===== src/rtl/core/tebc_queue.sv =====
// ----------------------------------------------------------------------------
// tebc_queue
// Short register queue between classification and the divider pipeline.
// ----------------------------------------------------------------------------
module tebc_queue #(
  parameter int WIDTH = 8,
  parameter int DEPTH = 4
) (
  input  logic             clk,
  input  logic             rst,
  input  logic             in_valid,
  output logic             in_ready,
  input  logic [WIDTH-1:0] in_data,
  output logic             out_valid,
  input  logic             out_ready,
  output logic [WIDTH-1:0] out_data
);
  localparam int AW = $clog2(DEPTH);

  logic [WIDTH-1:0] mem [DEPTH];
  logic [AW-1:0]    wr_ptr;
  logic [AW-1:0]    rd_ptr;
  logic [AW:0]      count;
  logic             do_push;
  logic             do_pop;

  assign in_ready  = (count != (AW+1)'(DEPTH));
  assign out_valid = (count != '0);
  assign do_push   = in_valid && in_ready;
  assign do_pop    = out_valid && out_ready;
  assign out_data  = mem[rd_ptr];

  always_ff @(posedge clk) begin
    if (do_push) mem[wr_ptr] <= in_data;
  end

  always_ff @(posedge clk) begin
    if (rst) begin
      wr_ptr <= '0;
      rd_ptr <= '0;
      count  <= '0;
    end else begin
      if (do_push) wr_ptr <= (wr_ptr == AW'(DEPTH-1)) ? '0 : wr_ptr + 1'b1;
      if (do_pop)  rd_ptr <= (rd_ptr == AW'(DEPTH-1)) ? '0 : rd_ptr + 1'b1;
      count <= count + (AW+1)'(do_push) - (AW+1)'(do_pop);
    end
  end

  a_count_bound: assert property (@(posedge clk) disable iff (rst)
    count <= (AW+1)'(DEPTH)) else $error("queue count overflow");

  a_ptr_gap: assert property (@(posedge clk) disable iff (rst)
    (count == '0) |-> (wr_ptr == rd_ptr)) else $error("queue pointers disagree");

endmodule


===== config.mk =====
export PLATFORM = sky130hd
export DESIGN_NAME = tebc_queue
export DESIGN_NICKNAME = d
export VERILOG_FILES = /design/src/rtl/core/tebc_queue.sv
export SDC_FILE = /design/constraint.sdc
export NUM_CORES = 1
export LEC_CHECK = 0
export ABC_AREA = 1
export BUFFER_PORTS_ARGS = -buffer_cell sky130_fd_sc_hd__buf_2
export CAP_MARGIN = 20
export CORE_AREA = 2 2 69 71
export DETAILED_ROUTE_END_ITERATION = 7
export DIE_AREA = 0 0 71 73
export PLACE_DENSITY_LB_ADDON = 0.15
export SLEW_MARGIN = 20
export SYNTH_ARGS = -nofsm -noshare
export SYNTH_HDL_FRONTEND = slang
export SYNTH_SLANG_ARGS = --single-unit

===== constraint.sdc =====
create_clock -name clk -period 2.3 [get_ports clk]
set_input_delay 0.23 -clock clk [delete_from_list [all_inputs] [get_ports clk]]
set_output_delay 0.23 -clock clk [all_outputs]
set_load 0.005 [all_outputs]

==> results.md, run 1 <==
- Outcome: finished, final reports clean
- Worst R2R Setup Slack: 460 ps
- Grt total ovfl: 0
- Cell count after synthesis: 139
- Routed wire length: 2990 um
- Post-synth cell types: 21
- Worst vdd ir: 0.480 mV
- Area growth syn-to-layout: 15.8%
- Sequential share of the synthesized area: 66.9%
- Nets: 190
- Gate power share: 31.1%
- TritonCTS buffer count: 5
- Vias: 1078
- Sw power: 0.684 mW
- Highest clock rate: 0.542 GHz
- Post-synth top area share: 56.3%
- Syn_area_per_cell: 12.3 um2
- Setup TNS: 0 ps
- Drt via density: 4.79
- Core area: 4540 um2
- IO Pins: 22
- Rows: 25
- Ys async rst share: 0%
- Initial DRC Count: 65
- Worst-Skew Late Latency: 290 ps
- Reg clk slew, reported paths: 70 ps
- Sw frac: 32.6%
- IO buf count: 21
- Remaining DRCs: 0
- Worst Path Max Fanout: 3
- Post_cts resized: 0
- Setup Skew: 6.61 ps
- Required time of the critical path: 2480 ps
- Ant. Diodes: 0
- Internal: 1.41 mW
- Starting Density: 37.6%
- Critical path arrival: 2030 ps
- Setup-failing EPs final: 0
- Die area: 5180 um2
- Post-DP HPWL: 2070 um
- Relative slew slack: 76.7%
- DR pass1 iterations: 4
- Clock share of power: 20.9%
- Most used flip-flop cell after synthesis: edfxtp_1
- Top cell type by total area after synthesis: edfxtp_1
- Hold-critical path depth: 2
- Worst-case reg-to-reg path depth: 11
- Initial antenna violation count: 0
- Worst path most repeated cell: inv_1
- Slew @ Worst Pin: 349 ps
- DIE HEIGHT: 73 um
- Synth area leaders: edfxtp_1, dfxtp_1, nor2_1
- Total Routing Usage GR: 13.0%
- Post-synth EDFFs: 32
- Vias in the first global route: 1037
- Die W: 71 um
- Setup bufs post-CTS: 0
- Crit path time final: 1840 ps
- Seq pwr share: 48.0%
- P per Cell Area: 1060 nW/um2
- Final Cycle Share: 80.2%
- Hold-fix buffers at CTS: 0
- Worst setup path class: register to register
- Share of cells above drive strength 1: 25.7%
- Clk root buf: clkbuf_8
- FF+latch count, synth: 41
- Post-Synthesis Cell Area: 1710 um2
- CP max stage delay: 440 ps
- Fin. Hold Viols: 0
- Yosys warning total: 0
- Hold Crit Class: input port to register
- Largest net degree at the start of global routing: 17
- Critical-path cell list: nor2_4 -> a21boi_2 -> ha_1 -> inv_1 -> ha_1 -> inv_1 -> fa_1 -> inv_1 -> nand2_1 -> nand2_1 -> nor2_1
- Global-route wire length before repair: 4960 um
- CP startpoint kind: register
- H-tree levels: 2
- Post-DR wirelength/cell: 13.3 um
- Clock sink count: 41
- Critical Path End Type: register
- MaxCap Viol Count: 0
- Post-synth top cells: edfxtp_1, nor2_1, inv_1, o21ai_0, dfxtp_1
- Clock buffer depth: 2
- Post-route ant nets: 0
- Overall Power: 2.10 mW
- RSZ-0062 raised after global routing: no
- Pins Over Slew Limit: 0
- TritonCTS clock tree: yes
- Most numerous cell in the Yosys netlist: edfxtp_1
- Leakage power: 0.781 nW
- Syn nets: 159
- Crit-path slowest cell: dfxtp_1
- # fillers: 411
- GP Congestion: 0.745
worst max-delay path, delay by kind of cell (launching register included):
family,cells,cell delay (ps)
DFF,1,440
and+or+nand+nor,4,220
AOI/OAI and AO/OA,1,190
buffers and inverters,3,160
adders and majority gates,3,710
registers in the layout, summed over array words and instances, names as in the netlist, named ones only:
signal	cells
mem	32
rd_ptr	2
count	3
wr_ptr	2
final timing paths:
path                                               end                    from
worst max-delay path               count[2]$_SDFF_PP0_     count[1]$_SDFF_PP0_
worst min-delay path               count[0]$_SDFF_PP0_                     rst
worst max register to register     count[2]$_SDFF_PP0_     count[1]$_SDFF_PP0_
worst min register to register  rd_ptr[1]$_SDFFE_PP0N_  rd_ptr[1]$_SDFFE_PP0N_
cell families (layout without fill, tap and decap cells):
family / after synthesis / count (layout) / share of synthesized area [%]
AOI/OAI and AO/OA: 26 / 26 / 9.46
xor gates and xnor gates: 1 / 1 / 0.513
adders and majority gates: 8 / 8 / 6.30
buffers and inverters: 16 / 48 / 4.40
DFF: 41 / 41 / 66.9
and+or+nand+nor: 47 / 47 / 12.5
per-stage QoR:
stage	hold slack (ps)	worst slack [ps]	area, um2	utilization (%)	cells
global route	129	256	1980	43.6	225
floorplan	297	527	1710	-	139
CTS	112	443	1980	43.6	225
detailed placement	421	451	1890	41.8	217
finish	120	456	1980	43.6	225
global placement	420	487	1890	41.8	217
area by class of cell:
| type | instances | area (um2) | area share (%) |
|---|---|---|---|
| Sequential cell | 41 | 1140 | 57.8 |
| Inverter | 14 | 52.6 | 2.66 |
| Timing Repair Buffer | 26 | 143 | 7.22 |
| Clock inverter | 1 | 5.00 | 0.253 |
| Clock buffer | 7 | 76.3 | 3.86 |
| Tap cell | 54 | 67.6 | 3.42 |
| Multi-Input combinational cell | 82 | 490 | 24.8 |
power groups by stage:
stage / clock network, mW / registers (mW) / logic (mW)
4_1_cts: 0.459 / 1.01 / 0.674
6_report: 0.437 / 1.01 / 0.652
5_1_grt: 0.488 / 1.02 / 0.761
3_5_place_dp: 0 / 1.03 / 0.671
3_3_place_gp: 0 / 1.02 / 0.653
2_1_floorplan: 0 / 1.01 / 0.447
placed cells by master, fill, tap and decap left out, types with 2 or more instances in the layout:
cell type / synthesis / final
inv_2: 2 / 2
clkbuf_1: 0 / 2
inv_1: 12 / 12
o21ai_0: 12 / 12
nand2_1: 8 / 8
dfxtp_1: 9 / 9
o22ai_1: 8 / 8
o21ai_2: 4 / 4
nor2_1: 31 / 31
nand3b_1: 2 / 2
nand2_4: 2 / 2
clkbuf_8: 0 / 5
buf_4: 0 / 5
edfxtp_1: 32 / 32
ha_1: 7 / 7
buf_2: 0 / 21
layer usage:
metal | share of wire (%) | track usage (%) | wire, um
met1 | 42 | 15.3 | 1250
met2 | 51 | 22.1 | 1520
met3 | 5.7 | 4.56 | 169
met4 | 1.6 | 5.03 | 48
met5 | 0 | 0 | 0
Note: power is estimated with default switching activity, not from simulation.
==> run 2: changes to the inputs <==
clock period = 1.9 ns   (was 2.3 ns; I/O delays follow)
==> results.md, run 2 (synthesized netlist as in run 1, its figures left out) <==
- Outcome: finished, final reports clean
- Remaining DRCs: 0
- H-tree levels: 2
- Setup Skew: 8.38 ps
- TritonCTS buffer count: 5
- Worst setup path class: register to register
- Routed wire length: 3190 um
- Post-DP HPWL: 2160 um
- Required time of the critical path: 2080 ps
- Critical path arrival: 1970 ps
- Hold-fix buffers at CTS: 0
- Overall Power: 2.80 mW
- Worst vdd ir: 0.562 mV
- Core area: 4540 um2
- Share of cells above drive strength 1: 33.1%
- Nets: 194
- Biggest registers after layout: mem x32, count x3
- Top reg by flops: mem
- Leakage power: 0.816 nW
- Inst Count DP: 218
- Hold Crit Class: input port to register
- Vias in the first global route: 1083
- Die area: 5180 um2
- Commonest non-fill, non-tap cell in the layout: edfxtp_1
- Reg clk slew, reported paths: 70 ps
- Global-route wire length before repair: 5070 um
- Relative slew slack: 76.0%
- Max reg flops: 32
- Clock sink count: 41
- Clock buffer depth: 2
- Commonest cells after routing, fill and taps aside: edfxtp_1, nor2_1, buf_2, o21ai_0
- MaxCap Viol Count: 0
- IO buf count: 21
- Area growth syn-to-layout: 21.3%
- Layout Cells excl Fill: 229
- Total Routing Usage GR: 13.4%
- Worst-Skew Late Latency: 290 ps
- Pins Over Slew Limit: 0
- RSZ-0062 raised after global routing: no
- Largest net degree at the start of global routing: 17
- Slew @ Worst Pin: 359 ps
- Crit path time final: 1790 ps
- GP Congestion: 0.744
- IO Pins: 22
- Worst Path Max Fanout: 4
- Initial antenna violation count: 0
- DIE HEIGHT: 73 um
- TritonCTS clock tree: yes
- DR pass1 iterations: 4
- P per Cell Area: 1350 nW/um2
- Clk root buf: clkbuf_8
- Setup-failing EPs final: 0
- Post-DR wirelength/cell: 13.9 um
- Die W: 71 um
- Vias: 1100
- Final Cycle Share: 94.2%
- CP startpoint kind: register
- Rows: 25
- Fin. Hold Viols: 0
- Post-route ant nets: 0
- Critical Path End Type: register
- Starting Density: 37.6%
- Initial DRC Count: 45
- Drt via density: 4.80
- Highest clock rate: 0.559 GHz
- Ant. Diodes: 0
- Grt total ovfl: 0
==> run 2: routing by layer <==
| metal | vias to the layer above | part of all wire, % | GRT usage (%) |
|---|---|---|---|
| li1 | 545 | - | - |
| met1 | 521 | 42 | 14.8 |
| met2 | 28 | 52 | 23.8 |
| met3 | 6 | 4.5 | 4.42 |
| met4 | 0 | 1.5 | 5.66 |
| met5 | - | 0 | 0 |
==> run 2: what timing repair did <==
item,in CTS,in global routing
resized for setup,1,10
setup buffers,0,3
endpoints found under the setup margin,1,2
pin swaps,0,5
==> run 2: stage by stage <==
| step | hold WS [ps] | setup slack (ps) | utilization [%] | setup TNS [ps] | instance area (um2) |
|---|---|---|---|---|---|
| finish | 69.0 | 111 | 45.7 | 0 | 2070 |
| global route | 75.1 | 11.4 | 45.7 | 0 | 2070 |
| CTS | 67.8 | 1.91 | 44.3 | 0 | 2010 |
| detailed placement | 383 | -12.3 | 41.9 | -12.3 | 1900 |
| global placement | 379 | 85.6 | 41.9 | 0 | 1900 |
| floorplan | 257 | 127 | - | 0 | 1710 |
==> run 2: worst max-delay path, cell delays in order, from the launching register on <==
cell and delay [ps]:
dfxtp_2 350, nor2_4 180, nand2_4 90, nand2_4 90, ha_4 200, inv_2 60
ha_4 120, inv_2 30, fa_2 520, nor2_1 50
==> run 2: path summary, 6_finish.rpt <==
kind         slack [ps]  cells past startpoint                   to                    from
max                 110                      9  count[1]$_SDFF_PP0_     count[0]$_SDFF_PP0_
min                  70                      2  count[0]$_SDFF_PP0_                     rst
max reg2reg         110                      9  count[1]$_SDFF_PP0_     count[0]$_SDFF_PP0_
min reg2reg         530                      2             register  rd_ptr[0]$_SDFFE_PP0N_
==> run 2: area by class of cell <==
class                      count  area (um2)
timing repair buffer          30         173
sequential                    41        1140
fill                         410        2460
clock buffer                   6        72.6
tap                           54        67.6
inverter                      14        52.6
clock inverter                 2        35.0
multi-input combinational     82         526
==> run 2: power by group <==
| part | internal [mW] | total [mW] | switching, mW |
|---|---|---|---|
| Sequential | 1.12 | 1.22 | 0.102 |
| Clock | 0.390 | 0.673 | 0.284 |
| Combinational | 0.398 | 0.902 | 0.504 |
